**src/sv/mau_pkg.sv**
```systemverilog
`timescale 1ns / 1ps
`default_nettype none
package mau_pkg;
  localparam int OperandWidth = 64;
  localparam int ModWidth = 31;
  localparam logic [ModWidth-1:0] ModulusReset = 31'd1000000007;
  localparam logic [1:0] CMD_ADD = 2'd0;
  localparam logic [1:0] CMD_MUL = 2'd1;
  localparam logic [1:0] CMD_POW = 2'd2;
  localparam logic [1:0] CMD_RSVD = 2'd3;
endpackage
`default_nettype wire

```
**src/sv/mau_rem.sv**
```systemverilog
`timescale 1ns / 1ps
`default_nettype none
// Restoring remainder unit: magnitude of a 64-bit dividend modulo a 31-bit
// divisor, one dividend bit per cycle. The result is an unsigned remainder.
module mau_rem import mau_pkg::*; (
  input  wire logic                    clk,
  input  wire logic                    rst,
  input  wire logic                    start,
  input  wire logic [OperandWidth-1:0] dividend,
  input  wire logic [ModWidth-1:0]     divisor,
  output logic                         done,
  output logic [ModWidth-1:0]          remainder
);
  logic [OperandWidth-1:0] shreg;
  logic [ModWidth:0] part;
  logic [6:0] count;
  logic busy;
  logic [ModWidth+1:0] trial;

  assign trial = {part, shreg[OperandWidth-1]} - {2'b00, divisor};
  assign remainder = part[ModWidth-1:0];

  always_ff @(posedge clk) begin
    if (rst) begin
      busy <= 1'b0;
      done <= 1'b0;
    end else begin
      done <= 1'b0;
      if (start) begin
        busy <= 1'b1;
        count <= 7'd0;
        shreg <= dividend;
        part <= '0;
      end else if (busy) begin
        if (!trial[ModWidth+1]) part <= trial[ModWidth:0];
        else part <= {part[ModWidth-1:0], shreg[OperandWidth-1]};
        shreg <= {shreg[OperandWidth-2:0], 1'b0};
        count <= count + 7'd1;
        if (count == 7'(OperandWidth - 1)) begin
          busy <= 1'b0;
          done <= 1'b1;
        end
      end
    end
  end
endmodule
`default_nettype wire

```
**src/sv/modular_arithmetic_unit.sv**
```systemverilog
`timescale 1ns / 1ps
`default_nettype none
// Channel  | Direction | Beat contents
// s_axis   | in        | tdata: command[1:0], operand_a[65:2], operand_b[129:66]
// m_axis   | out       | tdata: residue[30:0]
// cfg      | in        | modulus write (cfg_wdata[30:0])
// One shared remainder unit does every reduction. Add and multiply take three
// reductions; a reserved command takes none and returns zero. Power takes one
// for the base, then for each exponent bit a step state, a reduction for the
// multiply when the bit is set, and one for the square. Reset is synchronous
// and restores the modulus to 1000000007. The block takes one command at a
// time and is not ready while a residue waits.
module modular_arithmetic_unit import mau_pkg::*; (
  input  wire logic         clk,
  input  wire logic         rst,
  input  wire logic         cfg_we,
  input  wire logic [30:0]  cfg_wdata,
  input  wire logic         s_axis_tvalid,
  output logic              s_axis_tready,
  input  wire logic [135:0] s_axis_tdata,  // command, operand_a, operand_b, zero pad
  output logic              m_axis_tvalid,
  input  wire logic         m_axis_tready,
  output logic [31:0]       m_axis_tdata   // residue, zero pad
);
  localparam logic [3:0] ST_IDLE = 4'd0, ST_RA = 4'd1, ST_RB = 4'd2, ST_FIN = 4'd3,
                         ST_PMUL = 4'd4, ST_PSQ = 4'd5, ST_OUT = 4'd6, ST_PBASE = 4'd7;
  logic [3:0] state;
  logic [ModWidth-1:0] modulus, mval, ra, acc, bse, res;
  logic [1:0] cmd;
  logic [OperandWidth-1:0] opb, exp;
  logic nega, negb, rstart, rdone;
  logic [OperandWidth-1:0] rdiv;
  logic [ModWidth-1:0] rrem;
  logic [ModWidth-1:0] rnorm;
  logic [ModWidth-1:0] mul_x, mul_y;
  logic [2*ModWidth-1:0] prod;

  assign mval = (modulus == '0) ? 31'd1 : modulus;
  mau_rem u_rem (.clk, .rst, .start(rstart), .dividend(rdiv), .divisor(mval),
                 .done(rdone), .remainder(rrem));

  // Signed remainder of magnitude r, sign s, normalized to [0,m)
  function automatic logic [ModWidth-1:0] fixs(input logic [ModWidth-1:0] r,
                                                 input logic s,
                                                 input logic [ModWidth-1:0] m);
    logic [ModWidth:0] t;
    t = {1'b0, m} - {1'b0, r};
    fixs = (s && r != '0) ? t[ModWidth-1:0] : r;
  endfunction
  assign rnorm = rrem;

  // One multiplier serves the operand product, the power multiply and the
  // power square; the state picks its operands.
  always_comb begin
    mul_x = bse;
    mul_y = bse;
    if (state == ST_RB) begin
      mul_x = ra;
      mul_y = fixs(rnorm, negb, mval);
    end else if (state == ST_PBASE && exp[0]) begin
      mul_x = acc;
    end
  end
  assign prod = {{ModWidth{1'b0}}, mul_x} * {{ModWidth{1'b0}}, mul_y};

  assign s_axis_tready = (state == ST_IDLE) && !m_axis_tvalid;
  assign m_axis_tdata = {1'b0, res};

  always_ff @(posedge clk) begin
    if (rst) begin
      modulus <= ModulusReset;
      state <= ST_IDLE;
      m_axis_tvalid <= 1'b0;
      rstart <= 1'b0;
    end else begin
      if (cfg_we) modulus <= cfg_wdata;
      rstart <= 1'b0;
      if (m_axis_tvalid && m_axis_tready) m_axis_tvalid <= 1'b0;
      unique case (state)
        ST_IDLE: if (s_axis_tvalid && s_axis_tready) begin
          cmd <= s_axis_tdata[1:0];
          opb <= s_axis_tdata[129:66];
          nega <= s_axis_tdata[65];
          negb <= s_axis_tdata[129];
          exp <= s_axis_tdata[129:66];
          rdiv <= s_axis_tdata[65] ? -s_axis_tdata[65:2] : s_axis_tdata[65:2];
          if (s_axis_tdata[1:0] == CMD_POW || s_axis_tdata[1:0] == CMD_ADD ||
              s_axis_tdata[1:0] == CMD_MUL) begin
            rstart <= 1'b1;
            state <= ST_RA;
          end else begin
            res <= '0;
            state <= ST_OUT;
          end
        end
        ST_RA: if (rdone) begin
          ra <= fixs(rnorm, nega, mval);
          if (cmd == CMD_POW) begin
            bse <= fixs(rnorm, nega, mval);
            acc <= (mval == 31'd1) ? '0 : 31'd1;
            if (negb || exp == '0) begin
              res <= 31'd1;
              state <= ST_OUT;
            end else state <= ST_PBASE;
          end else begin
            rdiv <= negb ? -opb : opb;
            rstart <= 1'b1;
            state <= ST_RB;
          end
        end
        ST_RB: if (rdone) begin
          if (cmd == CMD_ADD)
            rdiv <= {32'd0, {1'b0, ra} + {1'b0, fixs(rnorm, negb, mval)}};
          else
            rdiv <= {2'b00, prod};
          rstart <= 1'b1;
          state <= ST_FIN;
        end
        ST_FIN: if (rdone) begin
          res <= rnorm;
          state <= ST_OUT;
        end
        ST_PBASE: begin
          if (exp == '0) begin
            res <= acc;
            state <= ST_OUT;
          end else if (exp[0]) begin
            rdiv <= {2'b00, prod};
            rstart <= 1'b1;
            state <= ST_PMUL;
          end else begin
            rdiv <= {2'b00, prod};
            rstart <= 1'b1;
            state <= ST_PSQ;
          end
        end
        ST_PMUL: if (rdone) begin
          acc <= rnorm;
          rdiv <= {2'b00, prod};
          rstart <= 1'b1;
          state <= ST_PSQ;
        end
        ST_PSQ: if (rdone) begin
          bse <= rnorm;
          exp <= exp >> 1;
          state <= ST_PBASE;
        end
        ST_OUT: if (!m_axis_tvalid) begin
          m_axis_tvalid <= 1'b1;
          state <= ST_IDLE;
        end
        default: state <= ST_IDLE;
      endcase
    end
  end

  a_res_range: assert property (@(posedge clk) disable iff (rst)
    m_axis_tvalid |-> (res < mval || res == 31'd1)) else $error("residue range");
  a_no_accept_busy: assert property (@(posedge clk) disable iff (rst)
    (state != ST_IDLE) |-> !s_axis_tready) else $error("accept while busy");
  a_start_pulse: assert property (@(posedge clk) disable iff (rst)
    rstart |=> !rstart) else $error("start not a pulse");
endmodule
`default_nettype wire

```
**config.mk**
```make
export PLATFORM = sky130hd
export DESIGN_NAME = modular_arithmetic_unit
export DESIGN_NICKNAME = d
export VERILOG_FILES = /design/src/sv/mau_pkg.sv /design/src/sv/mau_rem.sv /design/src/sv/modular_arithmetic_unit.sv
export SDC_FILE = /design/constraint.sdc
export NUM_CORES = 2
export LEC_CHECK = 0
export BUFFER_PORTS_ARGS = -buffer_cell sky130_fd_sc_hd__buf_4
export CAP_MARGIN = 15
export CORE_AREA = 2 2 330 332
export CTS_BUF_LIST = sky130_fd_sc_hd__clkbuf_8 sky130_fd_sc_hd__clkbuf_16
export DETAILED_ROUTE_END_ITERATION = 8
export DIE_AREA = 0 0 332 334
export PLACE_DENSITY_LB_ADDON = 0.1
export SKIP_LAST_GASP = 1
export SLEW_MARGIN = 15
export SYNTH_ARGS = -nofsm -noshare
export SYNTH_HDL_FRONTEND = slang
export SYNTH_SLANG_ARGS = --single-unit
```
**constraint.sdc**
```tcl
create_clock -name clk -period 12.2 [get_ports clk]
set_clock_uncertainty 0.05 [all_clocks]
set_input_delay 1.22 -clock clk [delete_from_list [all_inputs] [get_ports clk]]
set_output_delay 1.22 -clock clk [all_outputs]
set_load 0.01 [all_outputs]
```
# Word-level counts from Yosys, hierarchy flattened
# Index checks and enable logic that the tools add are counted.
# W data, S select, Z words.
# totals
regBits	462
latch_bits	0
ram_bits	0
romBits	0
wordCells	152
mem_count	0
# op_classes
add_sub_neg	6
mul	1
div	0
order_cmp	0
eq_ne	25
n_shift	0
muxes	66
bitwise_logic	2
reduce_logical	33
# ops
operator	count
$mux W64	12
$mux W31	17
$pmux W64 S5	1
$neg A64 Y64	2
$pmux W64 S2	1
$pmux W31 S2	2
$pmux W31 S4	1
$logic_not A64 Y1	1
$mux W32	2
$mul A31 B31 Y62	1
$mux W62	1
$sub A33 B31 Y33	1
$add A31 B31 Y32	1
$mux W4	8
$pmux W4 S8	1
$eq A31 B1 Y1 const B	1
$logic_not A31 Y1	1
$reduce_bool A31 Y1	1
$sub A31 B31 Y31	1
$eq A4 B3 Y1 const B	4
$mux W1	16
$ne A2 B1 Y1 const B	7
$ne A2 B2 Y1 const B	6
$reduce_and A5 Y1	2
other kinds (27)	42

# Depth between registers and ports, before layout
# logic_depth
word_depth	9
depth_mapped	45
ltp_nobuf	43

# By module
# A second synthesis with hierarchy kept.
# unflattened
hier_cells	6439
area_unflattened_um2	59500.8
# by_module_without_submodules
module	n_inst	cells_each	area_each_um2	seq_area_each_um2
modular_arithmetic_unit	1	5793	52665.5	10299.9
mau_rem	1	646	6835.3	3133.0

# Worst setup path before layout
# No wires, ideal clock.
# synth_path
path_type	input -> register
start	in s_axis_tvalid
end	reg rdiv[0] (enable)
setup_ns	0.828
t_arrival_ns	11.498
t_required_ns	11.322
path_slack_ns	-0.176
stages	3
path_buffers	0
cell_sequence	nor3b_1 -> a2111oi_0 -> a2111oi_0
# synth_between
elab_chain_len	3
# synth_lines
item	line_no	source
start: declaration	modular_arithmetic_unit.sv:18	input wire logic s_axis_tvalid,
$logic_and A1 B1 Y1	modular_arithmetic_unit.sv:80	ST_IDLE: if (s_axis_tvalid && s_axis_tready) begin
$ne A2 B1 Y1 (no source line)	n/a	
$reduce_and A8 Y1 (no source line)	n/a	
end signal: assignment	modular_arithmetic_unit.sv:86	rdiv <= s_axis_tdata[65] ? -s_axis_tdata[65:2] : s_axis_tdata[65:2];
end signal: assignment	modular_arithmetic_unit.sv:106	rdiv <= negb ? -opb : opb;
end signal: assignment	modular_arithmetic_unit.sv:113	rdiv <= {32'd0, {1'b0, ra} + {1'b0, fixs(rnorm, negb, mval)}};
end: declaration	modular_arithmetic_unit.sv:32	logic [OperandWidth-1:0] rdiv;
# No other way between the ends.
# A chain may end at the register's enable or synchronous reset.

# Worst setup path in the final report
# layout_path
start	reg modulus[22]
end	reg rdiv[55] (data pin)
# layout_between
elab_chain_len	9
elab_cells_between_ends	11
cone_classes	add/sub (1); mul (1); mux (8); reduce/logical (1)
# layout_lines
item	line_no	source
start: declaration	modular_arithmetic_unit.sv:28	logic [ModWidth-1:0] modulus, mval, ra, acc, bse, res;
start signal: assignment	modular_arithmetic_unit.sv:71	modulus <= ModulusReset;
start signal: assignment	modular_arithmetic_unit.sv:76	if (cfg_we) modulus <= cfg_wdata;
$logic_not A31 Y1	modular_arithmetic_unit.sv:38	assign mval = (modulus == '0) ? 31'd1 : modulus;
$mux W31 (*)	modular_arithmetic_unit.sv:38	
$sub A31 B31 Y31 (*)	modular_arithmetic_unit.sv:47	t = {1'b0, m} - {1'b0, r};
$mux W31 (*)	modular_arithmetic_unit.sv:48	fixs = (s && r != '0) ? t[ModWidth-1:0] : r;
$mux W31 (*)	modular_arithmetic_unit.sv:57	if (state == ST_RB) begin
$mul A31 B31 Y62 (*)	modular_arithmetic_unit.sv:64	assign prod = {{ModWidth{1'b0}}, mul_x} * {{ModWidth{1'b0}}, mul_y};
$mux W62	modular_arithmetic_unit.sv:112	if (cmd == CMD_ADD)
$mux W64	modular_arithmetic_unit.sv:111	ST_RB: if (rdone) begin
$pmux W64 S5 (*)	modular_arithmetic_unit.sv:79	unique case (state)
end signal: assignment	modular_arithmetic_unit.sv:86	
end signal: assignment	modular_arithmetic_unit.sv:113	
end signal: assignment	modular_arithmetic_unit.sv:115	rdiv <= {2'b00, prod};
# Every way passes the cells marked *; elsewhere a longest branch is shown, timed or not. The select of a mux whose other input is x is not followed.

==> impl_metrics.json <==
{
  "grt_pass1_vias": 47490,
  "dpl.hpwl_mm": 162.9,
  "tns_ns": 0,
  "area_growth_pct": 9.517,
  "synth.most_common_cell": "inv_1",
  "synthCells": 6289,
  "path_buf_inv": 8,
  "die_area_um2": 110900,
  "period_needed_ns": 11.68,
  "cpPeakStageDelay_ns": 0.66,
  "die_w_um": 332,
  "yosys.area.top_type_share": 0.2872,
  "wl_per_cell_um": 25.18,
  "clock.fmax_ghz": 0.08563,
  "max_cap_viol_count": 0,
  "grt_max_degree": 142,
  "finalHoldViolCount": 0,
  "row_count": 121,
  "min_period_over_period": 0.9572,
  "regToRegSetupSlack_ns": 0.52,
  "drt_iter0_markers": 4245,
  "crit_top_cell": "fa_1",
  "synthTopCellsByCount": "inv_1 (980), nand2_1 (855), fa_1 (840)",
  "critPathMaxFanout": 8,
  "setup_viol_count_final": 0,
  "io_pins": 206,
  "cts_sinks": 460,
  "antenna_found_initial": 4,
  "fin_nets": 7767,
  "yosysTopAreaCell": "fa_1",
  "cp.arrival_ns": 11.98,
  "routabilityCongestion": 1.031,
  "grt_overflow": 0,
  "avgViaCountPerCell": 5.947,
  "maxSlewViolCount": 0,
  "netlist_area_um2": 58550,
  "clock_latency_ns": 0.64,
  "die_h_um": 334,
  "placed_cells": 7769,
  "cp_slowest_cell": "fa_1",
  "clkTransAtPathRegs_ns": 0.06,
  "grt_first_pass_wirelength_mm": 298.3,
  "yosysWarnings": 0,
  "cts_tree": "yes",
  "hold_end": "u_rem.done",
  "status": "completed",
  "max-slew-margin-rel": 0.2528,
  "cts_buffers": 46,
  "path_delay_family": "adder cells",
  "end_kind": "flip-flop",
  "r2r-start": "modulus[22]",
  "hp-class": "reg2reg",
  "drc_errors": 0,
  "vias": 46710,
  "io_buffer_count": 198,
  "track_usage": 0.3606,
  "start_kind": "flip-flop",
  "synth_fp_nets": 7653,
  "ctsHtreeMaxLevel": 2,
  "clockBufferDepth": 3,
  "yosysSeqAreaShare": 0.2294,
  "netlist_top_cells_area": "fa_1 (29%), edfxtp_1 (22%), ha_1 (7.5%), inv_1 (6.3%), nand2_1 (5.5%)",
  "cts-root-buf": "clkbuf_16",
  "whs_path_depth": 1,
  "cts_hold_buf": 0,
  "critPathKind": "reg2reg",
  "hp-start": "u_rem.busy",
  "coreArea_um2": 107800,
  "firstDrtPassIters": 6,
  "synthFlopType": "edfxtp_1",
  "rsz0062_at_grt": "no",
  "antenna_left": 0,
  "drive_above_1_share": 0.1137,
  "start_util": 0.5432,
  "final_cell_count_no_fill": 7854,
  "fin_ws_ns": 0.5218,
  "place_ws_ns": 0.6319,
  "synth_area_per_cell_um2": 9.310,
  "ys_types": 83,
  "wirelength_mm": 197.7,
  "reg2regPathDepth": 41,
  "rr_endpoint": "rdiv[55]",
  "tightestPinTransition_ns": 1.118,
  "nFillCells": 9455,
  "crit_required_ns": 12.50,
  "ys_ff_latch": 460,
  "async_flop_share": 0,
  "synth_edf_count": 422
}
-- worst reg2reg max path: cells and delay by family, from the launching register on --
kind | cells | cell delay (ns)
compound gates | 10 | 2.61
xor+xnor | 2 | 0.37
fa+ha+maj | 11 | 4.92
buf+inv | 8 | 0.89
flops | 1 | 0.41
mux | 1 | 0.40
simple gates | 9 | 1.80
-- through the flow --
step / utilization / instance area [µm²] / hold slack (ns)
after detailed placement: 0.5799 / 62510 / 0.4187
after floorplan: - / 58550 / 0.3834
after CTS: 0.5947 / 64110 / 0.4341
after global placement: 0.5799 / 62510 / 0.4202
final: 0.5949 / 64130 / 0.4323
after global routing: 0.5949 / 64120 / 0.4707
-- state kept, by name (all words and copies together) (netlist names) --
| name | cells |
|---|---|
| u_rem.busy | 1 |
| cmd | 2 |
| state | 3 |
| bse | 31 |
| exp | 64 |
| acc | 31 |
| u_rem.shreg | 64 |
| u_rem.done | 1 |
| opb | 64 |
| rdiv | 64 |
| nega | 1 |
| ra | 31 |
| u_rem.count | 7 |
| m_axis_tvalid | 1 |
| res | 31 |
| modulus | 31 |
| rstart | 1 |
| u_rem.part | 32 |
-- placed cells by master, fill, tap and decap left out, types with 42 or more instances in the layout --
| master | instances |
|---|---|
| o21ai_0 | 206 |
| edfxtp_1 | 422 |
| nor3_1 | 43 |
| a21oi_1 | 272 |
| ha_1 | 352 |
| o31ai_1 | 47 |
| clkbuf_16 | 46 |
| nor4_1 | 42 |
| nand2_1 | 854 |
| inv_1 | 988 |
| mux2_2 | 164 |
| fa_1 | 840 |
| xor2_1 | 86 |
| nand3_1 | 69 |
| xnor2_1 | 168 |
| a21o_1 | 108 |
| nor2_1 | 563 |
| buf_4 | 417 |
| mux2i_1 | 45 |
| nand2b_1 | 49 |
-- how the worst max path moves through the flow --
| stage | to | start | slack (ns) | depth (start not counted) |
|---|---|---|---|---|
| 5_1_grt | rdiv[47] | modulus[22] | 0.05 | 42 |
| 3_5_place_dp | rdiv[47] | modulus[22] | 0.63 | 42 |
| 3_3_place_gp | rdiv[47] | modulus[16] | 0.64 | 42 |
| 4_1_cts | rdiv[53] | modulus[1] | 0.58 | 42 |
| 2_1_floorplan | rdiv[58] | modulus[30] | 1.82 | 42 |
| 6_report | rdiv[55] | modulus[22] | 0.52 | 41 |
-- logic make-up (layout without fill, tap and decap cells) --
group,after synthesis,in the layout,share of synthesized area
simple gates,1842,1842,0.1354
buf+inv,1343,1491,0.08618
fa+ha+maj,1193,1193,0.3626
compound gates,982,982,0.1083
flops,460,460,0.2294
xor+xnor,257,257,0.03844
mux,211,211,0.03957
other cells,1,4,0.00006404
-- area by class of cell --
class	instances	area, µm²	share of cell area
multi-input combinational	4486	40300	0.6285
sequential	460	13440	0.2095
inverter	982	3686	0.05748
timing repair buffer	427	3331	0.05194
tap	1414	1769	0.02759
clock buffer	47	1165	0.01817
clock inverter	35	430.4	0.006712
antenna	3	7.507	0.0001171
-- routing by layer --
layer,track usage,up-vias,part of all wire
li1,-,20710,-
met1,0.4834,23490,0.40
met2,0.5787,2068,0.46
met3,0.04494,442,0.075
met4,0.1867,0,0.063
met5,0,-,0
-- timing repair --
item | in CTS | in global routing
setup buffers | 0 | 0
gates resized for setup | 0 | 3
endpoints found under the setup margin | 0 | 4
Power is left out: the tool's default activity adds up to more than one toggle a clock period on the data nets, which glitch-free logic cannot reach.
